<file path="config.mk">
export PLATFORM = sky130hd
export DESIGN_NAME = incremental_pid_speed_controller
export DESIGN_NICKNAME = d
export VERILOG_FILES = /design/src/rtl/core/ipsc_pkg.sv /design/src/rtl/core/incremental_pid_speed_controller.sv
export SDC_FILE = /design/constraint.sdc
export NUM_CORES = 2
export LEC_CHECK = 0
export ABC_AREA = 1
export BUFFER_PORTS_ARGS = -buffer_cell sky130_fd_sc_hd__buf_4
export CORE_MARGIN = 4
export CORE_UTILIZATION = 50
export DETAILED_ROUTE_END_ITERATION = 6
export GPL_TIMING_DRIVEN = 0
export PLACE_DENSITY = 0.66
export SYNTH_ARGS = -nofsm -noshare
export SYNTH_HDL_FRONTEND = slang
export SYNTH_SLANG_ARGS = --single-unit
</file>
<file path="constraint.sdc">
create_clock -name clock -period 7.3 [get_ports clock]
set_clock_uncertainty 0.2 [all_clocks]
set_input_delay 2.19 -clock clock [delete_from_list [all_inputs] [get_ports clock]]
set_output_delay 2.19 -clock clock [all_outputs]
set_load 0.005 [all_outputs]
</file>
<file path="src/rtl/core/ipsc_pkg.sv">
// ----------------------------------------------------------------------------
// ipsc_pkg
// Types and fixed constants of the incremental PID speed controller: field
// widths, register reset values, register indexes and sequencer states.
// ----------------------------------------------------------------------------
package ipsc_pkg;

   // field widths
   localparam int POS_W    = 11;
   localparam int ERR_W    = 16;
   localparam int SCALE_W  = 10;
   localparam int GAIN_W   = 16;
   localparam int ILIM_W   = 15;
   localparam int DLIM_W   = 8;
   localparam int DIR_W    = 2;
   localparam int MAG_W    = 8;
   localparam int MEAS_W   = 18;
   localparam int CSR_IDX_W = 3;
   localparam int CSR_W    = 16;

   // shift-and-add datapath
   localparam int ACC_W    = 56;                 // holds the full PID numerator
   localparam int MPL_W    = 16;                 // widest multiplier operand
   localparam int DERR_W   = ERR_W + 1 + SCALE_W;
   localparam int NUM_W    = ACC_W - 8;          // numerator after the Q8.8 shift
   localparam int CNT_W    = $clog2(NUM_W);
   localparam logic [CNT_W-1:0] DIV_LAST = CNT_W'(NUM_W - 1);

   // drive arithmetic
   localparam int Q_W      = 9;                  // increment magnitude, saturated
   localparam int PREV_W   = 9;
   localparam int DRV_W    = Q_W + 2;

   // saturation codes
   localparam logic [ERR_W-1:0]  ERR_POS  = 16'h7FFF;
   localparam logic [ERR_W-1:0]  ERR_NEG  = 16'h8000;
   localparam logic [MEAS_W-1:0] MEAS_POS = 18'h1FFFF;
   localparam logic [MEAS_W-1:0] MEAS_NEG = 18'h20000;

   // direction codes
   localparam logic [DIR_W-1:0] DIR_FWD = 2'b10;
   localparam logic [DIR_W-1:0] DIR_REV = 2'b01;

   // register indexes
   localparam logic [CSR_IDX_W-1:0] CSR_RUN_INTERVAL   = 3'd0;
   localparam logic [CSR_IDX_W-1:0] CSR_SPEED_SCALE    = 3'd1;
   localparam logic [CSR_IDX_W-1:0] CSR_GAIN_P         = 3'd2;
   localparam logic [CSR_IDX_W-1:0] CSR_GAIN_I         = 3'd3;
   localparam logic [CSR_IDX_W-1:0] CSR_GAIN_D         = 3'd4;
   localparam logic [CSR_IDX_W-1:0] CSR_INTEGRAL_LIMIT = 3'd5;
   localparam logic [CSR_IDX_W-1:0] CSR_SPEED_LIMIT    = 3'd6;
   localparam logic [CSR_IDX_W-1:0] CSR_DRIVE_LIMIT    = 3'd7;

   // register reset values
   localparam logic [15:0]        RST_RUN_INTERVAL   = 16'd250;
   localparam logic [SCALE_W-1:0] RST_SPEED_SCALE    = 10'd62;
   localparam logic [GAIN_W-1:0]  RST_GAIN_P         = 16'd41;
   localparam logic [GAIN_W-1:0]  RST_GAIN_I         = 16'd0;
   localparam logic [GAIN_W-1:0]  RST_GAIN_D         = 16'd0;
   localparam logic [ILIM_W-1:0]  RST_INTEGRAL_LIMIT = 15'd24800;
   localparam logic [15:0]        RST_SPEED_LIMIT    = 16'd1500;
   localparam logic [DLIM_W-1:0]  RST_DRIVE_LIMIT    = 8'd200;

   typedef enum logic [3:0] {
      ST_IDLE,
      ST_WRAP,
      ST_SPEED,
      ST_FIX,
      ST_ERR,
      ST_SUM,
      ST_DERR,
      ST_MP,
      ST_MD,
      ST_MS,
      ST_MI,
      ST_DIV,
      ST_DRIVE
   } state_type;

endpackage

</file>
<file path="src/rtl/core/incremental_pid_speed_controller.sv">
// ----------------------------------------------------------------------------
// incremental_pid_speed_controller
// Timer-tick driven incremental PID speed loop with a bit-serial datapath.
// ----------------------------------------------------------------------------
//   channel | direction | ports                                   | handshake
//   --------+-----------+-----------------------------------------+-------------
//   req     | in        | req_target_speed, req_position          | valid/ready
//   rsp     | out       | rsp_direction, rsp_magnitude,           | valid/ready
//           |           | rsp_measured_speed                      |
//   csr     | in        | csr_index, csr_data                     | valid/ready
//
// A tick that does not fire the prescaler gives no item. A firing tick runs the
// sequencer: each product goes through one shared shift-and-add unit at one
// multiplier bit a cycle, and the final division is a 48-step restoring
// divider, one quotient bit a cycle. Reset is synchronous and restores the
// register defaults. While a result waits in the rsp register, ticks are still
// taken; a further run holds in its last step, with req_ready low, until that
// register frees.
// ----------------------------------------------------------------------------
module incremental_pid_speed_controller
   import ipsc_pkg::*;
#(
   parameter int HISTORY_SPAN   = 2,
   parameter int ROTATION_TICKS = 1080
) (
   input  logic                     clock,
   input  logic                     reset,
   input  logic                     req_valid,
   output logic                     req_ready,
   input  logic signed [ERR_W-1:0]  req_target_speed,
   input  logic [POS_W-1:0]         req_position,
   output logic                     rsp_valid,
   input  logic                     rsp_ready,
   output logic [DIR_W-1:0]         rsp_direction,
   output logic [MAG_W-1:0]         rsp_magnitude,
   output logic signed [MEAS_W-1:0] rsp_measured_speed,
   input  logic                     csr_valid,
   output logic                     csr_ready,
   input  logic [CSR_IDX_W-1:0]     csr_index,
   input  logic [CSR_W-1:0]         csr_data
);

   localparam int ROT_W   = $clog2(ROTATION_TICKS + 1);
   localparam int WRAP_W  = ROT_W + SCALE_W;
   localparam int RAW_W   = POS_W + SCALE_W;
   localparam int SPEED_W = ((WRAP_W > RAW_W) ? WRAP_W : RAW_W) + 2;

   // configuration
   logic [15:0]        run_interval_ff;
   logic [SCALE_W-1:0] speed_scale_ff;
   logic [GAIN_W-1:0]  gain_p_ff, gain_i_ff, gain_d_ff;
   logic [ILIM_W-1:0]  integral_limit_ff;
   logic [15:0]        speed_limit_ff;
   logic [DLIM_W-1:0]  drive_limit_ff;

   // control and loop state
   state_type          state_ff, state_in;
   logic [15:0]        countdown_ff, countdown_in;
   logic [POS_W-1:0]   hist_ff [HISTORY_SPAN+1];
   logic [POS_W-1:0]   hist_in [HISTORY_SPAN+1];
   logic [ERR_W-1:0]   prev_err_ff, prev_err_in;
   logic [ERR_W-1:0]   err_sum_ff, err_sum_in;
   logic [PREV_W-1:0]  prev_drive_ff, prev_drive_in;
   logic               rsp_valid_ff, rsp_valid_in;

   // datapath
   logic [ERR_W-1:0]   target_ff, target_in;
   logic [ACC_W-1:0]   acc_ff, acc_in;
   logic [ACC_W-1:0]   mcand_ff, mcand_in;
   logic [MPL_W-1:0]   mplier_ff, mplier_in;
   logic [WRAP_W-1:0]  wrap_ff, wrap_in;
   logic [SPEED_W-1:0] speed_ff, speed_in;
   logic [ERR_W-1:0]   err_ff, err_in;
   logic [MEAS_W-1:0]  meas_ff, meas_in;
   logic [DERR_W-1:0]  derr_ff, derr_in;
   logic               sign_ff, sign_in;
   logic [SCALE_W-1:0] rem_ff, rem_in;
   logic [CNT_W-1:0]   cnt_ff, cnt_in;
   logic [DIR_W-1:0]   rsp_direction_ff, rsp_direction_in;
   logic [MAG_W-1:0]   rsp_magnitude_ff, rsp_magnitude_in;
   logic [MEAS_W-1:0]  rsp_meas_ff, rsp_meas_in;

   // combinational helpers
   logic               req_fire, rsp_fire, out_free, mul_done;
   logic [15:0]        tick_dec;
   logic [ACC_W-1:0]   acc_step, mcand_step, abs_acc;
   logic [MPL_W-1:0]   mplier_step;
   logic [SCALE_W-1:0] s_eff;
   logic [POS_W:0]     pos_diff;
   logic [ERR_W:0]     err_delta;
   logic [SPEED_W-1:0] fix_lim, fix_neg_lim, fix_wrap;
   logic [SPEED_W:0]   err_diff;
   logic               err_fits, meas_fits;
   logic [ERR_W:0]     sum_ext;
   logic [ERR_W-1:0]   sum_sat, int_lim, int_neg_lim;
   logic [SCALE_W:0]   trial;
   logic [SCALE_W+1:0] trial_diff;
   logic               trial_ge, q_big;
   logic [Q_W-1:0]     q_mag;
   logic [DRV_W-1:0]   inc, drive_sum, drive_lim, drive_neg_lim, drive_val, drive_neg;

   assign req_fire = req_valid && req_ready;
   assign rsp_fire = rsp_valid_ff && rsp_ready;
   assign out_free = !rsp_valid_ff || rsp_ready;
   assign tick_dec = countdown_ff - 16'd1;

   assign mul_done    = (mplier_ff == '0);
   assign acc_step    = acc_ff + (mplier_ff[0] ? mcand_ff : '0);
   assign mcand_step  = {mcand_ff[ACC_W-2:0], 1'b0};
   assign mplier_step = {1'b0, mplier_ff[MPL_W-1:1]};
   assign s_eff       = (speed_scale_ff == '0) ? SCALE_W'(1) : speed_scale_ff;

   assign pos_diff  = {1'b0, hist_ff[HISTORY_SPAN]} - {1'b0, hist_ff[0]};
   assign err_delta = {err_ff[ERR_W-1], err_ff} - {prev_err_ff[ERR_W-1], prev_err_ff};

   // wrap correction bounds
   assign fix_lim     = SPEED_W'(speed_limit_ff);
   assign fix_neg_lim = ~fix_lim + SPEED_W'(1);
   assign fix_wrap    = SPEED_W'(wrap_ff);

   // error and shown speed, both saturated
   assign err_diff  = {{(SPEED_W+1-ERR_W){target_ff[ERR_W-1]}}, target_ff}
                      - {speed_ff[SPEED_W-1], speed_ff};
   assign err_fits  = (err_diff[SPEED_W:ERR_W-1] == '0) ||
                      (err_diff[SPEED_W:ERR_W-1] == '1);
   assign meas_fits = (speed_ff[SPEED_W-1:MEAS_W-1] == '0) ||
                      (speed_ff[SPEED_W-1:MEAS_W-1] == '1);

   // integral update
   assign sum_ext     = {err_sum_ff[ERR_W-1], err_sum_ff} + {err_ff[ERR_W-1], err_ff};
   assign sum_sat     = (sum_ext[ERR_W] == sum_ext[ERR_W-1]) ? sum_ext[ERR_W-1:0]
                        : (sum_ext[ERR_W] ? ERR_NEG : ERR_POS);
   assign int_lim     = {1'b0, integral_limit_ff};
   assign int_neg_lim = ~int_lim + ERR_W'(1);

   // numerator magnitude and one restoring-division step
   assign abs_acc    = acc_ff[ACC_W-1] ? (~acc_ff + ACC_W'(1)) : acc_ff;
   assign trial      = {rem_ff, acc_ff[NUM_W-1]};
   assign trial_diff = {1'b0, trial} - {2'b00, s_eff};
   assign trial_ge   = !trial_diff[SCALE_W+1];

   // drive update
   assign q_big         = |acc_ff[NUM_W-1:Q_W];
   assign q_mag         = q_big ? '1 : acc_ff[Q_W-1:0];
   assign inc           = sign_ff ? (~{2'b00, q_mag} + DRV_W'(1)) : {2'b00, q_mag};
   assign drive_sum     = {{(DRV_W-PREV_W){prev_drive_ff[PREV_W-1]}}, prev_drive_ff} + inc;
   assign drive_lim     = DRV_W'(drive_limit_ff);
   assign drive_neg_lim = ~drive_lim + DRV_W'(1);
   always_comb begin
      if ($signed(drive_sum) > $signed(drive_lim)) begin
         drive_val = drive_lim;
      end else if ($signed(drive_sum) < $signed(drive_neg_lim)) begin
         drive_val = drive_neg_lim;
      end else begin
         drive_val = drive_sum;
      end
   end
   assign drive_neg = ~drive_val + DRV_W'(1);

   // next state
   always_comb begin
      state_in = state_ff;
      case (state_ff)
         ST_IDLE:  if (req_fire && tick_dec == '0) state_in = ST_WRAP;
         ST_WRAP:  if (mul_done) state_in = ST_SPEED;
         ST_SPEED: if (mul_done) state_in = ST_FIX;
         ST_FIX:   state_in = ST_ERR;
         ST_ERR:   state_in = ST_SUM;
         ST_SUM:   state_in = ST_DERR;
         ST_DERR:  if (mul_done) state_in = ST_MP;
         ST_MP:    if (mul_done) state_in = ST_MD;
         ST_MD:    if (mul_done) state_in = ST_MS;
         ST_MS:    if (mul_done) state_in = ST_MI;
         ST_MI:    if (mul_done) state_in = ST_DIV;
         ST_DIV:   if (cnt_ff == DIV_LAST) state_in = ST_DRIVE;
         ST_DRIVE: if (out_free) state_in = ST_IDLE;
         default:  state_in = ST_IDLE;
      endcase
   end

   // outputs
   always_comb begin
      req_ready          = (state_ff == ST_IDLE);
      csr_ready          = 1'b1;
      rsp_valid          = rsp_valid_ff;
      rsp_direction      = rsp_direction_ff;
      rsp_magnitude      = rsp_magnitude_ff;
      rsp_measured_speed = $signed(rsp_meas_ff);
   end

   // datapath next values
   always_comb begin
      countdown_in     = countdown_ff;
      hist_in          = hist_ff;
      prev_err_in      = prev_err_ff;
      err_sum_in       = err_sum_ff;
      prev_drive_in    = prev_drive_ff;
      rsp_valid_in     = rsp_valid_ff && !rsp_fire;
      target_in        = target_ff;
      acc_in           = acc_ff;
      mcand_in         = mcand_ff;
      mplier_in        = mplier_ff;
      wrap_in          = wrap_ff;
      speed_in         = speed_ff;
      err_in           = err_ff;
      meas_in          = meas_ff;
      derr_in          = derr_ff;
      sign_in          = sign_ff;
      rem_in           = rem_ff;
      cnt_in           = cnt_ff;
      rsp_direction_in = rsp_direction_ff;
      rsp_magnitude_in = rsp_magnitude_ff;
      rsp_meas_in      = rsp_meas_ff;

      // every multiply state steps until the multiplier runs out of ones
      if (!mul_done) begin
         acc_in    = acc_step;
         mcand_in  = mcand_step;
         mplier_in = mplier_step;
      end

      case (state_ff)
         ST_IDLE: begin
            if (req_fire) begin
               countdown_in = tick_dec;
               if (tick_dec == '0) begin
                  countdown_in = run_interval_ff;
                  target_in    = req_target_speed;
                  for (int k = 0; k < HISTORY_SPAN; k++) begin
                     hist_in[k] = hist_ff[k+1];
                  end
                  hist_in[HISTORY_SPAN] = req_position;
                  // wrap distance: one rotation times the scale
                  acc_in    = '0;
                  mcand_in  = ACC_W'(ROTATION_TICKS);
                  mplier_in = MPL_W'(speed_scale_ff);
               end
            end
         end
         ST_WRAP: begin
            if (mul_done) begin
               wrap_in   = acc_ff[WRAP_W-1:0];
               acc_in    = '0;
               mcand_in  = {{(ACC_W-POS_W-1){pos_diff[POS_W]}}, pos_diff};
               mplier_in = MPL_W'(speed_scale_ff);
            end
         end
         ST_SPEED: begin
            if (mul_done) begin
               speed_in = acc_ff[SPEED_W-1:0];
            end
         end
         ST_FIX: begin
            if ($signed(speed_ff) < $signed(fix_neg_lim)) begin
               speed_in = speed_ff + fix_wrap;
            end else if ($signed(speed_ff) > $signed(fix_lim)) begin
               speed_in = speed_ff - fix_wrap;
            end
         end
         ST_ERR: begin
            err_in  = err_fits ? err_diff[ERR_W-1:0]
                      : (err_diff[SPEED_W] ? ERR_NEG : ERR_POS);
            meas_in = meas_fits ? speed_ff[MEAS_W-1:0]
                      : (speed_ff[SPEED_W-1] ? MEAS_NEG : MEAS_POS);
         end
         ST_SUM: begin
            if ($signed(sum_sat) > $signed(int_lim)) begin
               err_sum_in = int_lim;
            end else if ($signed(sum_sat) < $signed(int_neg_lim)) begin
               err_sum_in = int_neg_lim;
            end else begin
               err_sum_in = sum_sat;
            end
            prev_err_in = err_ff;
            acc_in      = '0;
            mcand_in    = {{(ACC_W-ERR_W-1){err_delta[ERR_W]}}, err_delta};
            mplier_in   = MPL_W'(speed_scale_ff);
         end
         ST_DERR: begin
            if (mul_done) begin
               derr_in   = acc_ff[DERR_W-1:0];
               acc_in    = '0;
               mcand_in  = {{(ACC_W-ERR_W){err_ff[ERR_W-1]}}, err_ff};
               mplier_in = gain_p_ff;
            end
         end
         ST_MP: begin
            // accumulate derivative term on top of the proportional term
            if (mul_done) begin
               mcand_in  = {{(ACC_W-DERR_W){derr_ff[DERR_W-1]}}, derr_ff};
               mplier_in = gain_d_ff;
            end
         end
         ST_MD: begin
            if (mul_done) begin
               acc_in    = '0;
               mcand_in  = acc_ff;
               mplier_in = MPL_W'(s_eff);
            end
         end
         ST_MS: begin
            if (mul_done) begin
               mcand_in  = {{(ACC_W-ERR_W){err_sum_ff[ERR_W-1]}}, err_sum_ff};
               mplier_in = gain_i_ff;
            end
         end
         ST_MI: begin
            // drop the Q8.8 fraction on the magnitude, keep the sign apart
            if (mul_done) begin
               sign_in = acc_ff[ACC_W-1];
               acc_in  = {8'd0, abs_acc[ACC_W-1:8]};
               rem_in  = '0;
               cnt_in  = '0;
            end
         end
         ST_DIV: begin
            rem_in             = trial_ge ? trial_diff[SCALE_W-1:0] : trial[SCALE_W-1:0];
            acc_in             = '0;
            acc_in[NUM_W-1:0]  = {acc_ff[NUM_W-2:0], trial_ge};
            cnt_in             = cnt_ff + CNT_W'(1);
         end
         ST_DRIVE: begin
            if (out_free) begin
               prev_drive_in = drive_val[PREV_W-1:0];
               rsp_valid_in  = 1'b1;
               rsp_meas_in   = meas_ff;
               if ($signed(drive_val) > $signed(DRV_W'(0))) begin
                  rsp_direction_in = DIR_FWD;
                  rsp_magnitude_in = drive_val[MAG_W-1:0];
               end else begin
                  rsp_direction_in = DIR_REV;
                  rsp_magnitude_in = drive_neg[MAG_W-1:0];
               end
            end
         end
         default: begin
            rsp_valid_in = rsp_valid_ff && !rsp_fire;
         end
      endcase
   end

   // control, configuration and loop state
   always_ff @(posedge clock) begin
      if (reset) begin
         state_ff          <= ST_IDLE;
         countdown_ff      <= RST_RUN_INTERVAL;
         for (int k = 0; k <= HISTORY_SPAN; k++) begin
            hist_ff[k] <= '0;
         end
         prev_err_ff       <= '0;
         err_sum_ff        <= '0;
         prev_drive_ff     <= '0;
         rsp_valid_ff      <= 1'b0;
         run_interval_ff   <= RST_RUN_INTERVAL;
         speed_scale_ff    <= RST_SPEED_SCALE;
         gain_p_ff         <= RST_GAIN_P;
         gain_i_ff         <= RST_GAIN_I;
         gain_d_ff         <= RST_GAIN_D;
         integral_limit_ff <= RST_INTEGRAL_LIMIT;
         speed_limit_ff    <= RST_SPEED_LIMIT;
         drive_limit_ff    <= RST_DRIVE_LIMIT;
      end else begin
         state_ff      <= state_in;
         countdown_ff  <= countdown_in;
         hist_ff       <= hist_in;
         prev_err_ff   <= prev_err_in;
         err_sum_ff    <= err_sum_in;
         prev_drive_ff <= prev_drive_in;
         rsp_valid_ff  <= rsp_valid_in;
         if (csr_valid && csr_ready) begin
            case (csr_index)
               CSR_RUN_INTERVAL:   run_interval_ff   <= csr_data;
               CSR_SPEED_SCALE:    speed_scale_ff    <= csr_data[SCALE_W-1:0];
               CSR_GAIN_P:         gain_p_ff         <= csr_data;
               CSR_GAIN_I:         gain_i_ff         <= csr_data;
               CSR_GAIN_D:         gain_d_ff         <= csr_data;
               CSR_INTEGRAL_LIMIT: integral_limit_ff <= csr_data[ILIM_W-1:0];
               CSR_SPEED_LIMIT:    speed_limit_ff    <= csr_data;
               CSR_DRIVE_LIMIT:    drive_limit_ff    <= csr_data[DLIM_W-1:0];
               default:            drive_limit_ff    <= drive_limit_ff;
            endcase
         end
      end
   end

   // payload registers
   always_ff @(posedge clock) begin
      target_ff        <= target_in;
      acc_ff           <= acc_in;
      mcand_ff         <= mcand_in;
      mplier_ff        <= mplier_in;
      wrap_ff          <= wrap_in;
      speed_ff         <= speed_in;
      err_ff           <= err_in;
      meas_ff          <= meas_in;
      derr_ff          <= derr_in;
      sign_ff          <= sign_in;
      rem_ff           <= rem_in;
      cnt_ff           <= cnt_in;
      rsp_direction_ff <= rsp_direction_in;
      rsp_magnitude_ff <= rsp_magnitude_in;
      rsp_meas_ff      <= rsp_meas_in;
   end

endmodule

</file>
==> run summary <==
Overall power = 16.7 mW
Hpwl dp = 111,000 um
Synth Warn # = 0
Most frequent cells in the layout = nand2_1 (958), inv_1 (670), o21ai_0 (603)
CTS hold repair buffers = 0
CP Max Fanout = 10
Most common cell after layout, fill and taps aside = nand2_1
WL final = 143,000 um
Synthesis-to-layout area growth = 10.8%
Average wire per standard cell = 22.7 um
Final setup viols = 0
Post-synth net total = 5,494
Unrepaired setup endpoints after global routing = false
Hold Fails Final Rpt = 0
Synth cell types = 71
Leak = 17.8 nW
Req. time, crit path = 7.50 ns
First-pass DRT Iterations = 6
HP Class = flip-flop to flip-flop
Pins over their slew limit = 0
Largest net degree at the start of global routing = 35
CP Class = flip-flop to flip-flop
DR WL met3 = 14,600 um
First-pass GRT wire length = 214,000 um
Port bufs = 74
Sequential area share after synthesis = 32.3%
Mean area per synthesized cell = 7.01 um^2
Clock Sinks = 502
CTS tree = built
Die area = 76,900 um^2
Startpoint Class = flip-flop
Clock Tree Buf Depth = 3
# IOs = 82
WL met1 = 58,000 um
Reg clk slew, reported paths = 0.07 ns
Vias per cell = 5.98
Outcome = finished, final reports clean
Crit-path most repeated cell = nand2_1
Tcrit/Tclk final = 91.7%
Root Driver = clkbuf_16
Worst-Skew Late Latency = 0.67 ns
Max Cap Violations = 0
FILL cells = 7,162
Nets@finish = 5,633
Height of the die = 277 um
Final Util = 56.0%
Max layer used = met5
Max stage delay cell, worst path = dfxtp_1
Async S/R FF share, synth = 0%
Initial core utilization = 50.6%
Core area = 71,700 um^2
Antenna violations before repair = 5
Peak VDD IR = 0.000314 V
Via count = 37,800
Worst slew pin tran = 1.43 ns
Cells after Synth = 5,176
CTS Buf Count = 57
Row cnt = 98
Tmin final = 6.69 ns
Post-synth EDFFs = 166
WL met2 = 61,000 um
Dominant synthesized flop cell = dfxtp_1
Largest stage delay on the critical path = 0.51 ns
Overflow after GRT = 0
Chip Width = 277 um
Placer congestion estimate = 1.05
WP data arrival = 6.89 ns
PD cells = 415 nW/um^2
Number of remaining DRC errors = 0
Synth Cell Area = 36,300 um^2
Seq cells post-synth = 502
Setup Total Neg Slack = 0 ns
H-tree level count = 2
Remaining antenna violation count after routing = 0
Total track usage = 35.8%
Fin area = 40,200 um^2
Max Freq = 0.149 GHz
CP Capture Type = flip-flop
Hold_ws = 0.207 ns
Initial DRC Count = 4,541
Vias in the first global route = 35,400
Relative slew slack = 4.12%
Proportion of layout cells with a drive suffix above 1 = 6.84%
Area after DPL = 38,200 um^2
## synth_stat cells (all sizes together), types with 3 or more instances
master   instances  share of area [%]
o21a            11               0.23
clkinv           6              0.062
nand3b           7               0.14
a31oi           46               0.79
buf             29               0.48
and2             3              0.052
a221o            3              0.083
nor3b            3              0.076
nand2          967                 10
o221ai           8               0.19
o21ai          635                8.8
a31o             6               0.14
o22ai           10               0.17
edfxtp         166                 14
a221oi          11               0.27
a22oi           20               0.41
a211oi          10               0.21
fa               8               0.44
a21oi          434                6.0
ha             259                8.9
nor3            61               0.90
xnor2           41                1.0
o211ai          83                1.7
xor2           107                2.6
nor4            30               0.52
a21boi           5               0.10
dfxtp          336                 19
o21bai          24               0.51
or2            119                2.1
clkbuf         172                1.8
o31ai           19               0.39
and3             3              0.052
nor2           488                5.2
nand3          207                3.0
a21o            24               0.50
nand4           59                1.0
o2111ai         60                1.4
inv            678                7.0
## path summary, 6_finish.rpt
check / end / slack (ns) / depth (start not counted) / from
max: rsp_direction[1]$_DFFE_PP_ / 0.61 / 35 / acc_ff[19]$_DFF_P_
min reg2reg: rsp_measured_speed[8]$_DFFE_PP_ / 0.21 / 0 / meas_ff[8]$_DFFE_PP_
min: rsp_measured_speed[8]$_DFFE_PP_ / 0.21 / 0 / meas_ff[8]$_DFFE_PP_
max reg2reg: rsp_direction[1]$_DFFE_PP_ / 0.61 / 35 / acc_ff[19]$_DFF_P_
## per-layer routing
metal	vias to the layer above	global-route usage (%)
met5	-	0
met2	1968	55.5
li1	17900	-
met3	471	7.52
met1	17500	46.5
met4	4	20.3
## cells by family (layout without fill, tap and decap cells)
group                    after synthesis  in the layout  synth area share [%]
AO/OA/AOI/OAI                       1423           1423                  22.3
adder cells (fa/ha/maj)              267            267                  9.37
other                                  1              2                0.0103
flip-flops                           502            502                  32.3
buffers and inverters                885           1071                  9.35
XOR/XNOR                             148            148                  3.59
AND/OR/NAND/NOR                     1950           1950                  23.1
## registers in the layout (all words and copies together) (netlist names), 9 cells and up
name                count
mplier_ff              16
err_ff                 16
gain_p_ff              16
prev_drive_ff           9
countdown_ff           16
gain_d_ff              16
err_sum_ff             16
speed_ff               23
prev_err_ff            16
run_interval_ff        16
speed_scale_ff         10
acc_ff                 56
rsp_measured_speed     18
speed_limit_ff         16
integral_limit_ff      15
derr_ff                27
mcand_ff               56
hist_ff                33
rem_ff                 10
wrap_ff                21
gain_i_ff              16
target_ff              16
meas_ff                18
## final cells by class
type	instances	area [um^2]	share of cell area, %
Inverter	684	2570	6.40
Timing Repair Buffer	81	672	1.67
Multi-Input combinational cell	3789	21200	52.8
Antenna cell	1	2.50	0.00623
Clock inverter	31	414	1.03
Buffer	200	825	2.05
Clock buffer	75	1600	3.97
Sequential cell	502	11700	29.1
Tap cell	950	1190	2.96
## through the flow
stage	setup slack, ns	cells
floorplan	1.84	5176
global placement	0.636	6200
detailed placement	0.536	6205
CTS	0.495	6311
global route	0.0466	6312
finish	0.608	6313
## what timing repair did
action	4_1_cts	5_1_grt
resized for setup	0	8
endpoints found under the setup margin	0	14
buffers inserted	0	2
## power by group
part	switching (mW)	internal, mW
sequential	0.789	3.57
combinational	6.30	2.89
clock	1.33	1.80
## worst max-delay path, delay by kind of cell, from the launching register on
family	cells	cell delay, ns
DFF	1	0.51
xor gates and xnor gates	1	0.14
and+or+nand+nor	22	3.17
AOI/OAI and AO/OA	3	0.39
adders and majority gates	3	0.87
buffers and inverters	6	1.13
Note: power is estimated with default switching activity, not from simulation.
